$ cat config.mk
export PLATFORM = sky130hd
export DESIGN_NAME = one_wire_bus_master_core
export DESIGN_NICKNAME = d
export VERILOG_FILES = /design/src/sv/owbm_pkg.sv /design/src/sv/one_wire_bus_master_core.sv /design/src/sv/owbm_cfg_regs.sv /design/src/sv/owbm_sequencer.sv
export SDC_FILE = /design/constraint.sdc
export NUM_CORES = 1
export LEC_CHECK = 0
export ABC_AREA = 1
export BUFFER_PORTS_ARGS = -buffer_cell sky130_fd_sc_hd__clkbuf_2
export CAP_MARGIN = 20
export CORE_UTILIZATION = 28
export CTS_CLUSTER_DIAMETER = 120
export DETAILED_ROUTE_END_ITERATION = 10
export GPL_TIMING_DRIVEN = 0
export PLACE_DENSITY = 0.47
export REMOVE_ABC_BUFFERS = 1
export SYNTH_ARGS = -nofsm -noshare
export SYNTH_HDL_FRONTEND = slang
export SYNTH_HIERARCHICAL = 1
export SYNTH_SLANG_ARGS = --single-unit
$ cat constraint.sdc
create_clock -name clk -period 4.7 [get_ports clk]
set_input_delay 0.47 -clock clk [delete_from_list [all_inputs] [get_ports clk]]
set_output_delay 0.47 -clock clk [all_outputs]
set_load 0.005 [all_outputs]
$ cat src/sv/owbm_pkg.sv
`timescale 1ns / 1ps

package owbm_pkg;

	// Counter width default and configuration register geometry.
	localparam int COUNT_WIDTH_DEF = 10;
	localparam int CFG_W           = 10;
	localparam int NUM_REGS        = 7;
	localparam int PADDR_W         = 5;
	localparam int PDATA_W         = 32;
	localparam int REG_IDX_W       = 3;

	// Register indexes on the configuration port.
	localparam logic [REG_IDX_W-1:0] REG_RESET_LOW     = 3'd0;
	localparam logic [REG_IDX_W-1:0] REG_PRESENCE_WAIT = 3'd1;
	localparam logic [REG_IDX_W-1:0] REG_RESET_TAIL    = 3'd2;
	localparam logic [REG_IDX_W-1:0] REG_SHORT_LOW     = 3'd3;
	localparam logic [REG_IDX_W-1:0] REG_LONG_LOW      = 3'd4;
	localparam logic [REG_IDX_W-1:0] REG_SAMPLE_DELAY  = 3'd5;
	localparam logic [REG_IDX_W-1:0] REG_SLOT          = 3'd6;

	// Register reset values, in ticks.
	localparam logic [CFG_W-1:0] RST_RESET_LOW     = 10'd480;
	localparam logic [CFG_W-1:0] RST_PRESENCE_WAIT = 10'd70;
	localparam logic [CFG_W-1:0] RST_RESET_TAIL    = 10'd410;
	localparam logic [CFG_W-1:0] RST_SHORT_LOW     = 10'd6;
	localparam logic [CFG_W-1:0] RST_LONG_LOW      = 10'd60;
	localparam logic [CFG_W-1:0] RST_SAMPLE_DELAY  = 10'd9;
	localparam logic [CFG_W-1:0] RST_SLOT          = 10'd70;

	// Smallest usable timing values.
	localparam logic [CFG_W-1:0] MIN_TIMING = 10'd1;
	localparam logic [CFG_W-1:0] MIN_SLOT   = 10'd2;

	// Command codes.
	localparam logic [1:0] OP_TICK  = 2'd0;
	localparam logic [1:0] OP_RESET = 2'd1;
	localparam logic [1:0] OP_WRITE = 2'd2;
	localparam logic [1:0] OP_READ  = 2'd3;

	// Index of the last bit of a byte.
	localparam logic [2:0] BIT_LAST = 3'd7;

	typedef enum logic [2:0] {
		PH_IDLE     = 3'd0,
		PH_RST_LOW  = 3'd1,
		PH_RST_WAIT = 3'd2,
		PH_RST_TAIL = 3'd3,
		PH_WRITE    = 3'd4,
		PH_READ     = 3'd5
	} phase_t;

	// Timing registers as seen by the sequencer.
	typedef struct packed {
		logic [CFG_W-1:0] reset_low;
		logic [CFG_W-1:0] presence_wait;
		logic [CFG_W-1:0] reset_tail;
		logic [CFG_W-1:0] short_low;
		logic [CFG_W-1:0] long_low;
		logic [CFG_W-1:0] sample_delay;
		logic [CFG_W-1:0] slot;
	} cfg_t;

	// Result of one tick.
	typedef struct packed {
		logic       drive_low;
		logic       busy;
		logic       done;
		logic       presence;
		logic [7:0] rx_byte;
		logic       rejected;
	} res_t;

endpackage

$ cat src/sv/one_wire_bus_master_core.sv
`timescale 1ns / 1ps
// Path: a tick request passes the input register, then the result register.
// Throughput: one tick request per cycle while out_stall does not hold the result;
// the sequencer state advances once per accepted request.
// Reset: timing registers return to their defaults, the sequencer goes idle with
// presence and the read byte cleared, and both pipeline stages empty.

module one_wire_bus_master_core
	import owbm_pkg::*;
#(
	parameter int COUNT_WIDTH = COUNT_WIDTH_DEF
) (
	input  logic               clk,
	input  logic               arst_n,
	// Tick request channel.
	input  logic               in_valid,
	output logic               in_stall,
	input  logic [1:0]         opcode,
	input  logic [7:0]         tx_byte,
	input  logic               bus_sense,
	// Result channel.
	output logic               out_valid,
	input  logic               out_stall,
	output logic               drive_low,
	output logic               busy_res,
	output logic               done_res,
	output logic               presence,
	output logic [7:0]         rx_byte,
	output logic               rejected,
	// Configuration port.
	input  logic               psel,
	input  logic               penable,
	input  logic               pwrite,
	input  logic [PADDR_W-1:0] paddr,
	input  logic [PDATA_W-1:0] pwdata,
	output logic [PDATA_W-1:0] prdata,
	output logic               pready
);

	cfg_t       cfg;
	res_t       step_res;
	res_t       res_q;
	logic       s1_valid_q;
	logic [1:0] opcode_s1;
	logic [7:0] tx_byte_s1;
	logic       bus_sense_s1;
	logic       out_valid_q;
	logic       out_free;
	logic       s1_move;

	owbm_cfg_regs u_cfg (
		.clk     (clk),
		.arst_n  (arst_n),
		.psel    (psel),
		.penable (penable),
		.pwrite  (pwrite),
		.paddr   (paddr),
		.pwdata  (pwdata),
		.prdata  (prdata),
		.pready  (pready),
		.cfg     (cfg)
	);

	owbm_sequencer #(
		.COUNT_WIDTH (COUNT_WIDTH)
	) u_seq (
		.clk       (clk),
		.arst_n    (arst_n),
		.step_en   (s1_move),
		.opcode    (opcode_s1),
		.tx_byte   (tx_byte_s1),
		.bus_sense (bus_sense_s1),
		.cfg       (cfg),
		.res       (step_res)
	);

	// Handshake: stage one drains whenever the result register can take a result.
	assign out_free = !out_valid_q || !out_stall;
	assign s1_move  = s1_valid_q && out_free;
	assign in_stall = s1_valid_q && !out_free;

	// Valid bits of both stages.
	always_ff @(posedge clk or negedge arst_n) begin
		if (!arst_n) begin
			s1_valid_q  <= 1'b0;
			out_valid_q <= 1'b0;
		end else begin
			if (!in_stall) s1_valid_q <= in_valid;
			if (out_free) out_valid_q <= s1_valid_q;
		end
	end

	// Payload of both stages.
	always_ff @(posedge clk) begin
		if (!in_stall) begin
			opcode_s1    <= opcode;
			tx_byte_s1   <= tx_byte;
			bus_sense_s1 <= bus_sense;
		end
		if (s1_move) res_q <= step_res;
	end

	assign out_valid = out_valid_q;
	assign drive_low = res_q.drive_low;
	assign busy_res  = res_q.busy;
	assign done_res  = res_q.done;
	assign presence  = res_q.presence;
	assign rx_byte   = res_q.rx_byte;
	assign rejected  = res_q.rejected;

	// A completed command was busy on its last tick.
	a_done_busy: assert property (@(posedge clk) disable iff (!arst_n)
		out_valid_q && res_q.done |-> res_q.busy)
		else $error("done without busy");

	// A rejection can only happen while a command is running.
	a_rej_busy: assert property (@(posedge clk) disable iff (!arst_n)
		out_valid_q && res_q.rejected |-> res_q.busy)
		else $error("rejected while idle");

	// The line is only pulled low by a running command.
	a_drive_busy: assert property (@(posedge clk) disable iff (!arst_n)
		out_valid_q && res_q.drive_low |-> res_q.busy)
		else $error("bus driven while idle");

	// A request held in stage one is never dropped.
	a_s1_kept: assert property (@(posedge clk) disable iff (!arst_n)
		s1_valid_q && !s1_move |=> s1_valid_q)
		else $error("stage one request lost");

endmodule

$ cat src/sv/owbm_cfg_regs.sv
`timescale 1ns / 1ps

module owbm_cfg_regs
	import owbm_pkg::*;
(
	input  logic               clk,
	input  logic               arst_n,
	input  logic               psel,
	input  logic               penable,
	input  logic               pwrite,
	input  logic [PADDR_W-1:0] paddr,
	input  logic [PDATA_W-1:0] pwdata,
	output logic [PDATA_W-1:0] prdata,
	output logic               pready,
	output cfg_t               cfg
);

	logic [REG_IDX_W-1:0] reg_idx;
	logic                 wr_en;
	logic [CFG_W-1:0]     wr_val;
	logic [CFG_W-1:0]     rd_val;
	cfg_t                 cfg_q;

	assign pready  = 1'b1;
	assign reg_idx = paddr[PADDR_W-1:2];
	assign wr_en   = psel && penable && pwrite && pready;
	assign wr_val  = pwdata[CFG_W-1:0];
	assign cfg     = cfg_q;

	// Register writes; addresses past the last register are ignored.
	always_ff @(posedge clk or negedge arst_n) begin
		if (!arst_n) begin
			cfg_q.reset_low     <= RST_RESET_LOW;
			cfg_q.presence_wait <= RST_PRESENCE_WAIT;
			cfg_q.reset_tail    <= RST_RESET_TAIL;
			cfg_q.short_low     <= RST_SHORT_LOW;
			cfg_q.long_low      <= RST_LONG_LOW;
			cfg_q.sample_delay  <= RST_SAMPLE_DELAY;
			cfg_q.slot          <= RST_SLOT;
		end else if (wr_en) begin
			case (reg_idx)
				REG_RESET_LOW:     cfg_q.reset_low     <= wr_val;
				REG_PRESENCE_WAIT: cfg_q.presence_wait <= wr_val;
				REG_RESET_TAIL:    cfg_q.reset_tail    <= wr_val;
				REG_SHORT_LOW:     cfg_q.short_low     <= wr_val;
				REG_LONG_LOW:      cfg_q.long_low      <= wr_val;
				REG_SAMPLE_DELAY:  cfg_q.sample_delay  <= wr_val;
				REG_SLOT:          cfg_q.slot          <= wr_val;
				default: begin
				end
			endcase
		end
	end

	// Read mux.
	always_comb begin
		case (reg_idx)
			REG_RESET_LOW:     rd_val = cfg_q.reset_low;
			REG_PRESENCE_WAIT: rd_val = cfg_q.presence_wait;
			REG_RESET_TAIL:    rd_val = cfg_q.reset_tail;
			REG_SHORT_LOW:     rd_val = cfg_q.short_low;
			REG_LONG_LOW:      rd_val = cfg_q.long_low;
			REG_SAMPLE_DELAY:  rd_val = cfg_q.sample_delay;
			REG_SLOT:          rd_val = cfg_q.slot;
			default:           rd_val = '0;
		endcase
	end

	assign prdata = {{(PDATA_W-CFG_W){1'b0}}, rd_val};

endmodule

$ cat src/sv/owbm_sequencer.sv
`timescale 1ns / 1ps

module owbm_sequencer
	import owbm_pkg::*;
#(
	parameter int COUNT_WIDTH = COUNT_WIDTH_DEF
) (
	input  logic       clk,
	input  logic       arst_n,
	input  logic       step_en,
	input  logic [1:0] opcode,
	input  logic [7:0] tx_byte,
	input  logic       bus_sense,
	input  cfg_t       cfg,
	output res_t       res
);

	localparam int                VW        = (COUNT_WIDTH > CFG_W) ? COUNT_WIDTH : CFG_W;
	localparam logic [VW-1:0]     CNT_MAX_V = VW'((1 << COUNT_WIDTH) - 1);
	localparam logic [COUNT_WIDTH:0] ONE_W  = (COUNT_WIDTH+1)'(1);

	// Clamp a timing register to its floor and to the counter range.
	function automatic logic [COUNT_WIDTH-1:0] lim_val(input logic [CFG_W-1:0] v,
		input logic [CFG_W-1:0] floor_v);
		logic [VW-1:0] x;
		x = VW'(v);
		if (x < VW'(floor_v)) x = VW'(floor_v);
		if (x > CNT_MAX_V) x = CNT_MAX_V;
		return x[COUNT_WIDTH-1:0];
	endfunction

	phase_t                 phase_q, phase_d;
	logic [COUNT_WIDTH-1:0] tick_q, tick_d;
	logic [2:0]             bit_idx_q, bit_idx_d;
	logic [7:0]             shift_q, shift_d;
	logic                   presence_q, presence_d;
	logic [7:0]             rx_q, rx_d;

	logic [COUNT_WIDTH-1:0] len_rst_low, len_wait, len_tail;
	logic [COUNT_WIDTH-1:0] len_short, len_long, len_slot, len_delay;
	logic [COUNT_WIDTH-1:0] slot_m1, sample_at, period_len;
	logic [COUNT_WIDTH:0]   sample_sum, tick_inc;
	logic                   period_end;
	logic                   tx_lsb;

	// Effective timing values.
	always_comb begin
		len_rst_low = lim_val(cfg.reset_low, MIN_TIMING);
		len_wait    = lim_val(cfg.presence_wait, MIN_TIMING);
		len_tail    = lim_val(cfg.reset_tail, MIN_TIMING);
		len_short   = lim_val(cfg.short_low, MIN_TIMING);
		len_long    = lim_val(cfg.long_low, MIN_TIMING);
		len_delay   = lim_val(cfg.sample_delay, MIN_TIMING);
		len_slot    = lim_val(cfg.slot, MIN_SLOT);
		slot_m1     = len_slot - {{(COUNT_WIDTH-1){1'b0}}, 1'b1};
		sample_sum  = {1'b0, len_short} + {1'b0, len_delay};
		sample_at   = (sample_sum > {1'b0, slot_m1}) ? slot_m1 : sample_sum[COUNT_WIDTH-1:0];
	end

	// State register.
	always_ff @(posedge clk or negedge arst_n) begin
		if (!arst_n) begin
			phase_q    <= PH_IDLE;
			tick_q     <= '0;
			bit_idx_q  <= '0;
			shift_q    <= '0;
			presence_q <= 1'b0;
			rx_q       <= '0;
		end else if (step_en) begin
			phase_q    <= phase_d;
			tick_q     <= tick_d;
			bit_idx_q  <= bit_idx_d;
			shift_q    <= shift_d;
			presence_q <= presence_d;
			rx_q       <= rx_d;
		end
	end

	// Next state and result for one tick.
	always_comb begin
		phase_d    = phase_q;
		tick_d     = tick_q;
		bit_idx_d  = bit_idx_q;
		shift_d    = shift_q;
		presence_d = presence_q;
		rx_d       = rx_q;
		res        = '0;

		// Command start when idle, rejection of a command while one is running.
		if (phase_q == PH_IDLE) begin
			if (opcode != OP_TICK) begin
				tick_d    = '0;
				bit_idx_d = '0;
				shift_d   = '0;
				case (opcode)
					OP_RESET: phase_d = PH_RST_LOW;
					OP_WRITE: begin
						phase_d = PH_WRITE;
						shift_d = tx_byte;
					end
					default:  phase_d = PH_READ;
				endcase
			end
		end else if (opcode != OP_TICK) begin
			res.rejected = 1'b1;
		end

		res.busy = (phase_d != PH_IDLE);

		// Shared period counter.
		case (phase_d)
			PH_RST_LOW:  period_len = len_rst_low;
			PH_RST_WAIT: period_len = len_wait;
			PH_RST_TAIL: period_len = len_tail;
			default:     period_len = len_slot;
		endcase
		tick_inc   = {1'b0, tick_d} + ONE_W;
		period_end = (tick_inc >= {1'b0, period_len});
		tx_lsb     = shift_d[0];

		case (phase_d)
			PH_IDLE: begin
			end
			PH_RST_LOW: begin
				res.drive_low = 1'b1;
				if (period_end) phase_d = PH_RST_WAIT;
			end
			PH_RST_WAIT: begin
				if (period_end) phase_d = PH_RST_TAIL;
			end
			PH_RST_TAIL: begin
				if (tick_d == '0) presence_d = !bus_sense;
				if (period_end) begin
					phase_d  = PH_IDLE;
					res.done = 1'b1;
				end
			end
			PH_WRITE: begin
				res.drive_low = (tick_d < (tx_lsb ? len_short : len_long));
				if (period_end) begin
					shift_d = {1'b0, shift_d[7:1]};
					if (bit_idx_d == BIT_LAST) begin
						phase_d  = PH_IDLE;
						res.done = 1'b1;
					end else begin
						bit_idx_d = bit_idx_d + 3'd1;
					end
				end
			end
			PH_READ: begin
				res.drive_low = (tick_d < len_short);
				if (tick_d == sample_at) shift_d = {bus_sense, shift_d[7:1]};
				if (period_end) begin
					if (bit_idx_d == BIT_LAST) begin
						rx_d     = shift_d;
						phase_d  = PH_IDLE;
						res.done = 1'b1;
					end else begin
						bit_idx_d = bit_idx_d + 3'd1;
					end
				end
			end
			default: phase_d = PH_IDLE;
		endcase

		// The counter runs only while a command is active.
		if (res.busy) tick_d = period_end ? '0 : tick_inc[COUNT_WIDTH-1:0];

		res.presence = presence_d;
		res.rx_byte  = rx_d;
	end

endmodule
==> results of run 1 <==
[registers in the layout, indices dropped and copies added, names as in the netlist, 2 cells and up]
signal           cells
u_cfg/cfg           70
u_seq/tick_q        10
rx_byte              8
tx_byte_s1           8
u_seq/rx_q           8
u_seq/shift_q        8
u_seq/bit_idx_q      3
u_seq/phase_q        3
opcode_s1            2
[metrics by stage]
| step | power, mW | setup TNS [ns] | cell area, sq um |
|---|---|---|---|
| after floorplan | 3.669 | 0 | 9283 |
| after global placement | 4.532 | -25.05 | 10130 |
| after detailed placement | 4.578 | -17.35 | 10210 |
| after CTS | 6.129 | 0 | 11020 |
| after global routing | 6.935 | -3.546 | 11350 |
| final | 6.407 | 0 | 11350 |
[Yosys cell counts, drive strengths merged, types with 12 or more instances]
library cell,count
a21oi,34
a22oi,14
buf,66
clkbuf,33
dfrtp,82
dfstp,23
edfxtp,24
ha,51
inv,125
nand2,378
nand3,105
nand4,66
nor2,91
nor4,12
o21ai,133
xor2,21
[layout make-up]
class | instances | area [sq um] | area share [%]
multi-input combinational | 991 | 5622 | 49.52
clock buffer | 21 | 504.2 | 4.441
sequential | 129 | 3392 | 29.88
clock inverter | 11 | 88.84 | 0.7825
timing repair buffer | 101 | 689.4 | 6.072
inverter | 128 | 488.0 | 4.298
tap | 455 | 569.3 | 5.014
[worst max path at each step]
| stage | end | startpoint | depth (start not counted) | slack (ns) |
|---|---|---|---|---|
| 2_1_floorplan | rx_byte[0] | u_cfg/cfg[19] | 29 | 0.31 |
| 3_3_place_gp | rx_byte[1] | u_cfg/cfg[33] | 30 | -0.88 |
| 3_5_place_dp | rx_byte[1] | u_cfg/cfg[33] | 30 | -0.86 |
| 4_1_cts | rx_byte[1] | u_cfg/cfg[19] | 28 | 0.004 |
| 5_1_grt | rx_byte[4] | u_cfg/cfg[16] | 28 | -0.21 |
| 6_report | rx_byte[7] | u_cfg/cfg[16] | 30 | 0.10 |
[logic make-up after synthesis]
logic type / count (synthesis) / share of synthesized area [%]
AND/OR/NAND/NOR: 684 / 33.46
buffers and inverters: 227 / 11.46
AO/OA/AOI/OAI: 205 / 11.73
flip-flops: 129 / 34.29
adder cells (fa/ha/maj): 52 / 6.684
XOR/XNOR: 23 / 2.198
other: 2 / 0.07627
multiplexers: 1 / 0.1017
[what timing repair did]
item,CTS,global route
cloned,2,1
pin swaps,9,23
resized for setup,19,42
setup endpoints to repair,24,32
endpoints found under the hold margin,0,0
setup buffers,20,22
[metal layers]
layer / global-route usage, % / vias up / routed length, um
li1: - / 4473 / -
met1: 25.17 / 4352 / 15080
met2: 28.53 / 301 / 14860
met3: 2.988 / 46 / 1659
met4: 6.545 / 0 / 784
met5: 0 / - / 0
[power by group]
| part | switching (mW) | total, mW | internal (mW) |
|---|---|---|---|
| Clock | 0.563 | 1.34 | 0.777 |
| Sequential | 0.251 | 1.64 | 1.39 |
| Combinational | 2.23 | 3.42 | 1.20 |
| Total | 3.04 | 6.41 | 3.36 |
==> metrics.md, run 1 <==
| Metric | Value |
|---|---|
| Unrepaired setup endpoints after global routing | `true` |
| Setup crit start kind | `flip-flop` |
| Max Clock Skew | `between 0.015 and 0.02 ns` |
| Flop2flop setup slack | `roughly 0.10 ns` |
| Post-DRT Antenna Nets | `0` |
| FP Rows | `68` |
| Clock Tree Buf Depth | `2` |
| Post-Syn Area | `between 9000 and 10000 sq um` |
| Max Cap Viol | `0` |
| Worst path buffer plus inverter count | `2` |
| Critical-path top delay cell | `dfrtp_2` |
| Initial antenna violation count | `0` |
| Routed via count | `slightly above 9000` |
| Clk slew on worst S/H paths | `~0.070 ns` |
| Number of synthesized flops with an enable pin | `24` |
| RePlAce Congestion | `0.8500` |
| Synth Register Bits | `roughly 130` |
| Crit Path Category | `flip-flop to flip-flop` |
| Setup WS pre-CTS | `-0.8578 ns` |
| Most frequent cells in the layout | `nand2_1 (349), o21ai_0 (112), inv_1 (111)` |
| TritonCTS clock tree | `built` |
| R2R depth | `30` |
| Final Hold Viols | `2` |
| Post-route minimum period | `roughly 4.6 ns` |
| Post-Route WL | `32380 um` |
| Fin util | `about a third` |
| Final WS setup | `about 0.1 ns` |
| Crit-path max FO | `7` |
| Count of cell types in the netlist | `56` |
| Final HPWL DP | `between 20000 and 25000 um` |
| Final hold slack | `-0.007871 ns` |
| Leading area contributor after synthesis | `dfrtp_1` |
| Total Nets Final | `between 1000 and 1500` |
| Pre-antenna DRT Iters | `6` |
| Seq/Total Area, Yosys | `between 30% and 40%` |
| N_diodes | `0` |
| Setup violations, final | `0` |
| Syn_area_per_cell | `~7.4 sq um` |
| Initial DRC count | `1016` |
| Synth Warn # | `6` |
| CP delay by family, top | `simple AND/OR/NAND/NOR gates` |
| Filler instances | `3711` |
| Commonest non-fill, non-tap cell in the layout | `nand2_1` |
| FFs w/ async S/R, synth | `approximately four fifths` |
| Vias in the first global route | `between 8000 and 9000` |
| Core box area | `34540 sq um` |
| Die X | `~190 um` |
| Yosys top cell area share | `around a fifth` |
| Clock tree sinks | `between 100 and 150` |
| Total GRT Usage | `between 10% and 20%` |
| Drt wl/cell | `roughly 18 um` |
| Placed Cells | `between 1500 and 2000` |
| CP max stage delay | `0.46 ns` |
| Top_reg_cell synth | `dfrtp_1` |
| Maximum vdd drop | `around 0.33 mV` |
| # DRC | `0` |
| Period Utilization, post-route | `97.85%` |
| Area Overhead vs Synth | `15.30%` |
| CP Capture Type | `flip-flop` |
| CTS buffer count | `17` |
| Synth area leaders | `dfrtp_1 (21%), nand2_1 (14%), edfxtp_1 (7.3%)` |
| Reg-to-reg endpoint | `rx_byte[7]` |
| CP Data Required Time | `roughly 4.9 ns` |
| Max Slew Vio Count | `0` |
| Die footprint | `around 36000 sq um` |
| Share of cells above drive strength 1 | `20.42%` |
| Die height | `189.5 um` |
| Hold Crit Class | `input port to async pin` |
| Later-pin clock latency in the skew report | `0.44 ns` |
| CTS H-tree lvls | `4` |
| PwrDens | `roughly 560 nW/um^2` |
| Crit Reg-Reg Startpoint | `u_cfg/cfg[16]` |
| Hold_buf cts | `0` |
| Starting Density | `between 20% and 30%` |
| Worst-margin pin slew | `about 1.1 ns` |
| CTS Root Cell | `clkbuf_16` |
| Max_slew headroom | `roughly a quarter` |
| Status | `finished, violations left` |
| First-pass GRT wire length | `about 50000 um` |
| Failing checks | `hold timing` |
| Static leakage | `5.546 nW` |
| GRT overflow | `0` |
| CP arrival | `4.79 ns` |
| Port buffer count | `55` |
| Largest net degree at the start of global routing | `between 60 and 70` |
| Cell mode on critical path | `nand2_1` |
| F_max | `between 0.2 and 0.25 GHz` |
| Post-layout instance count excluding filler cells | `~1800` |
| IO Pins | `103` |
| Vias/cell | `between 4 and 5` |
| Cells after Synth | `about 1300` |
Power figures use the tool's default switching activity.
==> run 2, diff against run 1 <==
--- a/config.mk
+++ b/config.mk
@@ -5,7 +5,6 @@
 export SDC_FILE = /design/constraint.sdc
 export NUM_CORES = 1
 export LEC_CHECK = 0
-export ABC_AREA = 1
 export BUFFER_PORTS_ARGS = -buffer_cell sky130_fd_sc_hd__clkbuf_2
 export CAP_MARGIN = 20
 export CORE_UTILIZATION = 28
==> metrics.md, run 2 <==
| Metric | Value |
|---|---|
| Max reg flops | `70` |
| Max_slew headroom | `~40%` |
| CP Capture Type | `flip-flop` |
| Routed via count | `7189` |
| Most used routing layer | `met2` |
| Die footprint | `33310 sq um` |
| Final Hold Viols | `0` |
| Most frequent cells in the layout | `dfrtp_1 (78), mux2_2 (74), nand2_1 (67)` |
| FFs w/ async S/R, synth | `between 80 and 90%` |
| Die X | `approximately 180 um` |
| Placed Cells | `between 1000 and 1500` |
| Count of cell types in the netlist | `93` |
| Hold Crit Class | `input port to async pin` |
| Area of the multi-input gates | `5569 sq um` |
| CTS H-tree lvls | `4` |
| Vias/cell | `just over 5` |
| Cells after Synth | `around 920` |
| N_diodes | `0` |
| Largest net degree at the start of global routing | `55` |
| Period Utilization, post-route | `112.2%` |
| CP Launch Point | `u_cfg/cfg[31]` |
| Commonest non-fill, non-tap cell in the layout | `dfrtp_1` |
| TritonCTS clock tree | `built` |
| Core box area | `roughly 32000 sq um` |
| Post-route minimum period | `between 5 and 6 ns` |
| Number of synthesized flops with an enable pin | `24` |
| Post-Syn Area | `a little over 9000 sq um` |
| Die height | `182.5 um` |
| M2 GR Usage | `about a quarter` |
| Port buffer count | `55` |
| Later-pin clock latency in the skew report | `roughly 0.43 ns` |
| Leading area contributor after synthesis | `dfrtp_1` |
| GRT overflow | `0` |
| Setup violations, final | `24` |
| Static leakage | `4.679 nW` |
| Clock tree sinks | `~130` |
| Post-DRT Antenna Nets | `0` |
| Filler instances | `around 3300` |
| Starting Density | `28.69%` |
| Clk slew on worst S/H paths | `0.06 ns` |
| IO Pins | `between 100 and 150` |
| RePlAce Congestion | `0.8788` |
| Max Clock Skew | `0.009736 ns` |
| CP Data Required Time | `a little under 5 ns` |
| Post-Route WL | `26890 um` |
| Synth area leaders | `dfrtp_1 (22%), mux2_2 (9.8%), edfxtp_1 (7.9%)` |
| Met3 Resource Use GR | `between 1.5 and 2%` |
| Unrepaired setup endpoints after global routing | `true` |
| Synth Register Bits | `129` |
| Status | `finished, violations left` |
| Max Cap Viol | `0` |
| Initial antenna violation count | `0` |
| Syn_area_per_cell | `9.970 sq um` |
| Met1 Use GR | `a little under a quarter` |
| Setup crit start kind | `flip-flop` |
| FP Rows | `65` |
| Clock Tree Buf Depth | `2` |
| Crit Path Category | `flip-flop to flip-flop` |
| Total Nets Final | `1066` |
| PwrDens | `approximately 550 nW/um^2` |
| Crit-path max FO | `7` |
| Maximum vdd drop | `between 0.2 and 0.3 mV` |
| # DRC | `0` |
| Vias in the first global route | `7139` |
| Yosys top cell area share | `roughly 22%` |
| Initial DRC count | `approximately 530` |
| Post-layout instance count excluding filler cells | `1407` |
| Top_reg_cell synth | `dfrtp_1` |
| Count leader, synth | `dfrtp_1` |
| First-pass GRT wire length | `between 40000 and 50000 um` |
| Final WS setup | `-0.5753 ns` |
| Seq/Total Area, Yosys | `a little under two fifths` |
| CP arrival | `5.45 ns` |
| F_max | `approximately 0.19 GHz` |
| Most common library cells after synthesis | `dfrtp_1 (82), mux2_2 (79), nand2_1 (69)` |
| Total GRT Usage | `approximately 17%` |
| Synth Warn # | `6` |
| Final HPWL DP | `approximately 20000 um` |
| Pre-antenna DRT Iters | `5` |
| Share of cells above drive strength 1 | `28.70%` |
| Worst-margin pin slew | `0.8978 ns` |
| Setup TNS | `-10.36 ns` |
| CTS buffer count | `17` |
| CTS Root Cell | `clkbuf_16` |
| Area Overhead vs Synth | `18.21%` |
| Max Slew Vio Count | `0` |
| Drt wl/cell | `between 15 and 20 um` |
| Final Total Pwr | `about 6 mW` |
| Failing checks | `setup timing` |
| Crit Reg-Reg Startpoint | `u_cfg/cfg[31]` |
| Register area | `between 3000 and 4000 sq um` |
-- run 2: cell count changes after synthesis, sizes merged, moves of 12 or more --
| cell | previous run | this run |
|---|---|---|
| o21ai | 133 | 40 |
| buf | 66 | 40 |
| o21a | 0 | 12 |
| nand2 | 378 | 70 |
| nand4 | 66 | 8 |
| nor2 | 91 | 72 |
| xnor2 | 2 | 17 |
| nand3 | 105 | 30 |
| mux2i | 1 | 39 |
| inv | 125 | 34 |
| mux2 | 0 | 99 |
| a21o | 0 | 13 |
-- run 2: stage by stage --
step                      utilization, %  hold slack, ns  worst slack, ns  area, sq um
after global placement             30.30          0.4740           -1.728         9634
after floorplan                        -          0.1744          -0.4864         8815
after CTS                          33.70        0.006803          -0.5922        10720
final                              33.91        0.001610          -0.5753        10780
after global routing               33.91         0.02678          -0.7874        10780
after detailed placement           30.58          0.4709           -1.498         9724
-- run 2: worst max-delay path, stage by stage (launching register included) --
cell	delay, ns
dfstp_2	0.39
nor4_4	0.31
a41oi_2	0.18
inv_2	0.10
ha_4	0.13
inv_2	0.04
fa_2	0.37
nand4b_1	0.19
o22ai_2	0.18
mux2_4	0.33
and2_4	0.15
ha_4	0.28
nand4_1	0.18
a211oi_2	0.28
o32a_1	0.32
nor2_4	0.10
a211o_1	0.33
a211oi_4	0.32
nand4_4	0.16
buf_12	0.19
mux2i_4	0.19
mux2_4	0.31
-- run 2: path summary, 6_finish.rpt --
kind                       depth (start not counted)  slack [ns]            endpoint
max                                               21       -0.58          rx_byte[0]
min                                                1       0.002       u_cfg/cfg[53]
max reg2reg                                       21       -0.58          rx_byte[0]
min reg2reg                                        2        0.50  u_seq/bit_idx_q[0]
max in group asynchronous                          2        4.04       u_cfg/cfg[25]
min in group clk                                   1        0.22        bus_sense_s1
-- run 2: final cells by class --
class                   instances  share of cell area, %
flip-flops and latches        129                  31.36
clock buffers                  21                  4.374
multi-input cells             700                  51.64
repair buffers                 77                  5.209
inverters                      34                  1.183
clock inverters                11                  1.183
well taps                     435                  5.047
-- run 2: where the power goes --
group	switching [mW]	leakage, nW	internal (mW)
clock	0.511	0.293	0.829
combinational	1.64	2.86	1.25
sequential	0.324	1.53	1.40
-- run 2: kinds of logic after synthesis --
kind of cell	share of synthesized area [%]
XOR/XNOR	2.674
flip-flops	37.02
buffers and inverters	5.637
multiplexers	16.75
AO/OA/AOI/OAI	14.92
other	0.08232
AND/OR/NAND/NOR	15.59
adder cells (fa/ha/maj)	7.324
-- run 2: per-layer routing --
layer,vias up,wire (um),part of all wire [%]
met5,-,0,0
met4,0,520,1.9
met3,32,846,3.1
met2,158,12580,47
met1,3567,12940,48
li1,3432,-,-
-- run 2: timing repair --
| item | 4_1_cts | 5_1_grt |
|---|---|---|
| setup endpoints to repair | 41 | 29 |
| endpoints found under the hold margin | 0 | 0 |
| gates resized for setup | 47 | 15 |
| hold buffers | 0 | 0 |
| cloned | 1 | 0 |
| buffers inserted | 17 | 2 |
| pin swaps | 16 | 7 |
==> run 3, diff against run 2 <==
--- a/config.mk
+++ b/config.mk
@@ -7,11 +7,13 @@
 export LEC_CHECK = 0
 export BUFFER_PORTS_ARGS = -buffer_cell sky130_fd_sc_hd__clkbuf_2
 export CAP_MARGIN = 20
+export CELL_PAD_IN_SITES_DETAIL_PLACEMENT = 1
+export CELL_PAD_IN_SITES_GLOBAL_PLACEMENT = 2
 export CORE_UTILIZATION = 28
 export CTS_CLUSTER_DIAMETER = 120
 export DETAILED_ROUTE_END_ITERATION = 10
 export GPL_TIMING_DRIVEN = 0
-export PLACE_DENSITY = 0.47
+export PLACE_DENSITY = 0.65
 export REMOVE_ABC_BUFFERS = 1
 export SYNTH_ARGS = -nofsm -noshare
 export SYNTH_HDL_FRONTEND = slang
==> metrics.md, run 3 (synthesis gave the netlist of run 2 again) <==
| Metric | Value |
|---|---|
| Post-route minimum period | `5.340 ns` |
| Vias in the first global route | `around 7500` |
| Clock tree sinks | `roughly 130` |
| Period Utilization, post-route | `113.6%` |
| TritonCTS clock tree | `built` |
| R2R depth | `21` |
| Port buffer count | `55` |
| FP Rows | `65` |
| Clk slew on worst S/H paths | `roughly 0.06 ns` |
| Unrepaired setup endpoints after global routing | `true` |
| Area Overhead vs Synth | `17.90%` |
| Reg-to-reg endpoint | `rx_byte[0]` |
| Commonest non-fill, non-tap cell in the layout | `dfrtp_1` |
| Max Slew Vio Count | `0` |
| Crit Path Category | `flip-flop to flip-flop` |
| Later-pin clock latency in the skew report | `~0.43 ns` |
| F_max | `0.1873 GHz` |
| Share of cells above drive strength 1 | `28.79%` |
| Initial DRC count | `~340` |
| RePlAce Congestion | `0.8280` |
| WHS Path Cells | `1` |
| Maximum vdd drop | `between 0.2 and 0.25 mV` |
| CP Data Required Time | `roughly 4.9 ns` |
| CP Capture Type | `flip-flop` |
| Status | `finished, violations left` |
| Filler instances | `3586` |
| Routed via count | `around 7000` |
| Die X | `roughly 180 um` |
| Max reg flops | `70` |
| Clock Tree Buf Depth | `2` |
| Final hold slack | `approximately 0.21 ns` |
| IO Pins | `103` |
| Max_slew headroom | `29.35%` |
| First-pass GRT wire length | `between 40000 and 50000 um` |
| Hold Crit Start | `opcode[0]` |
| Final Hold Viols | `0` |
| Crit Reg-Reg Startpoint | `u_cfg/cfg[32]` |
| Worst-margin pin slew | `between 1 and 1.5 ns` |
| CTS Root Cell | `clkbuf_16` |
| Vias/cell | `5.094` |
| Total Nets Final | `1070` |
| CP arrival | `about 5.5 ns` |
| Starting Density | `approximately 29%` |
| GRT overflow | `0` |
| Post-DRT Antenna Nets | `0` |
| Drt wl/cell | `between 20 and 25 um` |
| Most frequent cells in the layout | `dfrtp_1 (77), mux2_2 (74), nand2_1 (67)` |
| Initial antenna violation count | `0` |
| Largest net degree at the start of global routing | `~110` |
| Setup violations, final | `24` |
| Setup crit start kind | `flip-flop` |
| Core box area | `31800 sq um` |
| Final Total Pwr | `6.041 mW` |
| Crit-path max FO | `6` |
| Hold Crit Class | `input port to flip-flop` |
| Post-Route WL | `29660 um` |
| CTS H-tree lvls | `4` |
| Flop2flop setup slack | `-0.64 ns` |
| Max Cap Viol | `0` |
| CTS buffer count | `17` |
| Pre-antenna DRT Iters | `4` |
| # DRC | `0` |
| PwrDens | `~560 nW/um^2` |
| Die height | `between 150 and 200 um` |
| N_diodes | `0` |
| Static leakage | `4.666 nW` |
| Die footprint | `between 30000 and 40000 sq um` |
| Total GRT Usage | `a little under a fifth` |
| Final HPWL DP | `~22000 um` |
| Worst min-delay path endpoint | `opcode_s1[0]` |
| Max Clock Skew | `approximately 0.0090 ns` |
| Failing checks | `setup timing` |
| Final WS setup | `-0.6396 ns` |
run 3: layout make-up:
type                            instances  area, sq um  area share (%)
Clock inverter                          8        72.57          0.6747
Multi-Input combinational cell        700         5547           51.57
Tap cell                              435        544.3           5.061
Clock buffer                           24        514.2           4.781
Inverter                               34        127.6           1.187
Sequential cell                       129         3383           31.46
Timing Repair Buffer                   81        566.8           5.270
run 3: per-layer routing:
layer / GRT usage (%) / up-vias / routed length [um]
met5: 0 / - / 0
met4: 5.210 / 0 / 393
met3: 1.856 / 21 / 542
met2: 29.42 / 84 / 13870
met1: 26.08 / 3657 / 14850
li1: - / 3425 / -
run 3: power by group:
group,internal (mW),switching (mW),total (mW)
Sequential,1.40,0.321,1.72
Combinational,1.27,1.72,2.99
Clock,0.817,0.514,1.33
run 3: worst max-delay path: stages (launching register included):
cell       delay (ns)
dfstp_2          0.41
nor4_4           0.26
a41oi_2          0.14
inv_1            0.10
ha_2             0.19
inv_2            0.04
fa_2             0.35
nand4b_1         0.20
o22ai_2          0.20
mux2_4           0.33
and2_4           0.15
ha_4             0.22
a2111oi_4        0.32
o21ai_2          0.13
o32a_1           0.45
nor2_4           0.22
o211ai_1         0.21
a211oi_4         0.30
nand4_4          0.16
buf_12           0.19
mux2i_4          0.19
mux2_4           0.31
run 3: worst max path at each step:
stage                           startpoint             to  slack, ns
after floorplan              u_cfg/cfg[33]     rx_byte[0]      -0.49
after global placement    u_seq/phase_q[0]  u_seq/rx_q[3]      -1.93
after detailed placement     u_cfg/cfg[33]     rx_byte[0]      -1.59
after CTS                    u_cfg/cfg[33]     rx_byte[3]      -0.67
after global routing         u_cfg/cfg[32]     rx_byte[0]      -0.84
final                        u_cfg/cfg[32]     rx_byte[0]      -0.64
run 3: timing repair:
item | 4_1_cts | 5_1_grt
pin swaps | 17 | 8
gates resized for setup | 48 | 9
endpoints found under the hold margin | 1 | 0
cloned | 1 | 0
hold buffers | 1 | 0
setup endpoints to repair | 36 | 27
buffers inserted | 19 | 2
run 3: stage by stage:
| step | instance area, sq um | instances | utilization (%) | TNS (ns) | worst slack (ns) |
|---|---|---|---|---|---|
| 3_5_place_dp | 9728 | 1357 | 30.59 | -35.07 | -1.593 |
| 6_report | 10760 | 1411 | 33.82 | -11.91 | -0.6396 |
| 5_1_grt | 10760 | 1411 | 33.82 | -16.96 | -0.8387 |
| 3_3_place_gp | 9634 | 1353 | 30.30 | -58.21 | -1.929 |
| 4_1_cts | 10720 | 1410 | 33.72 | -13.17 | -0.6660 |
| 2_1_floorplan | 8815 | 863 | - | -8.007 | -0.4864 |
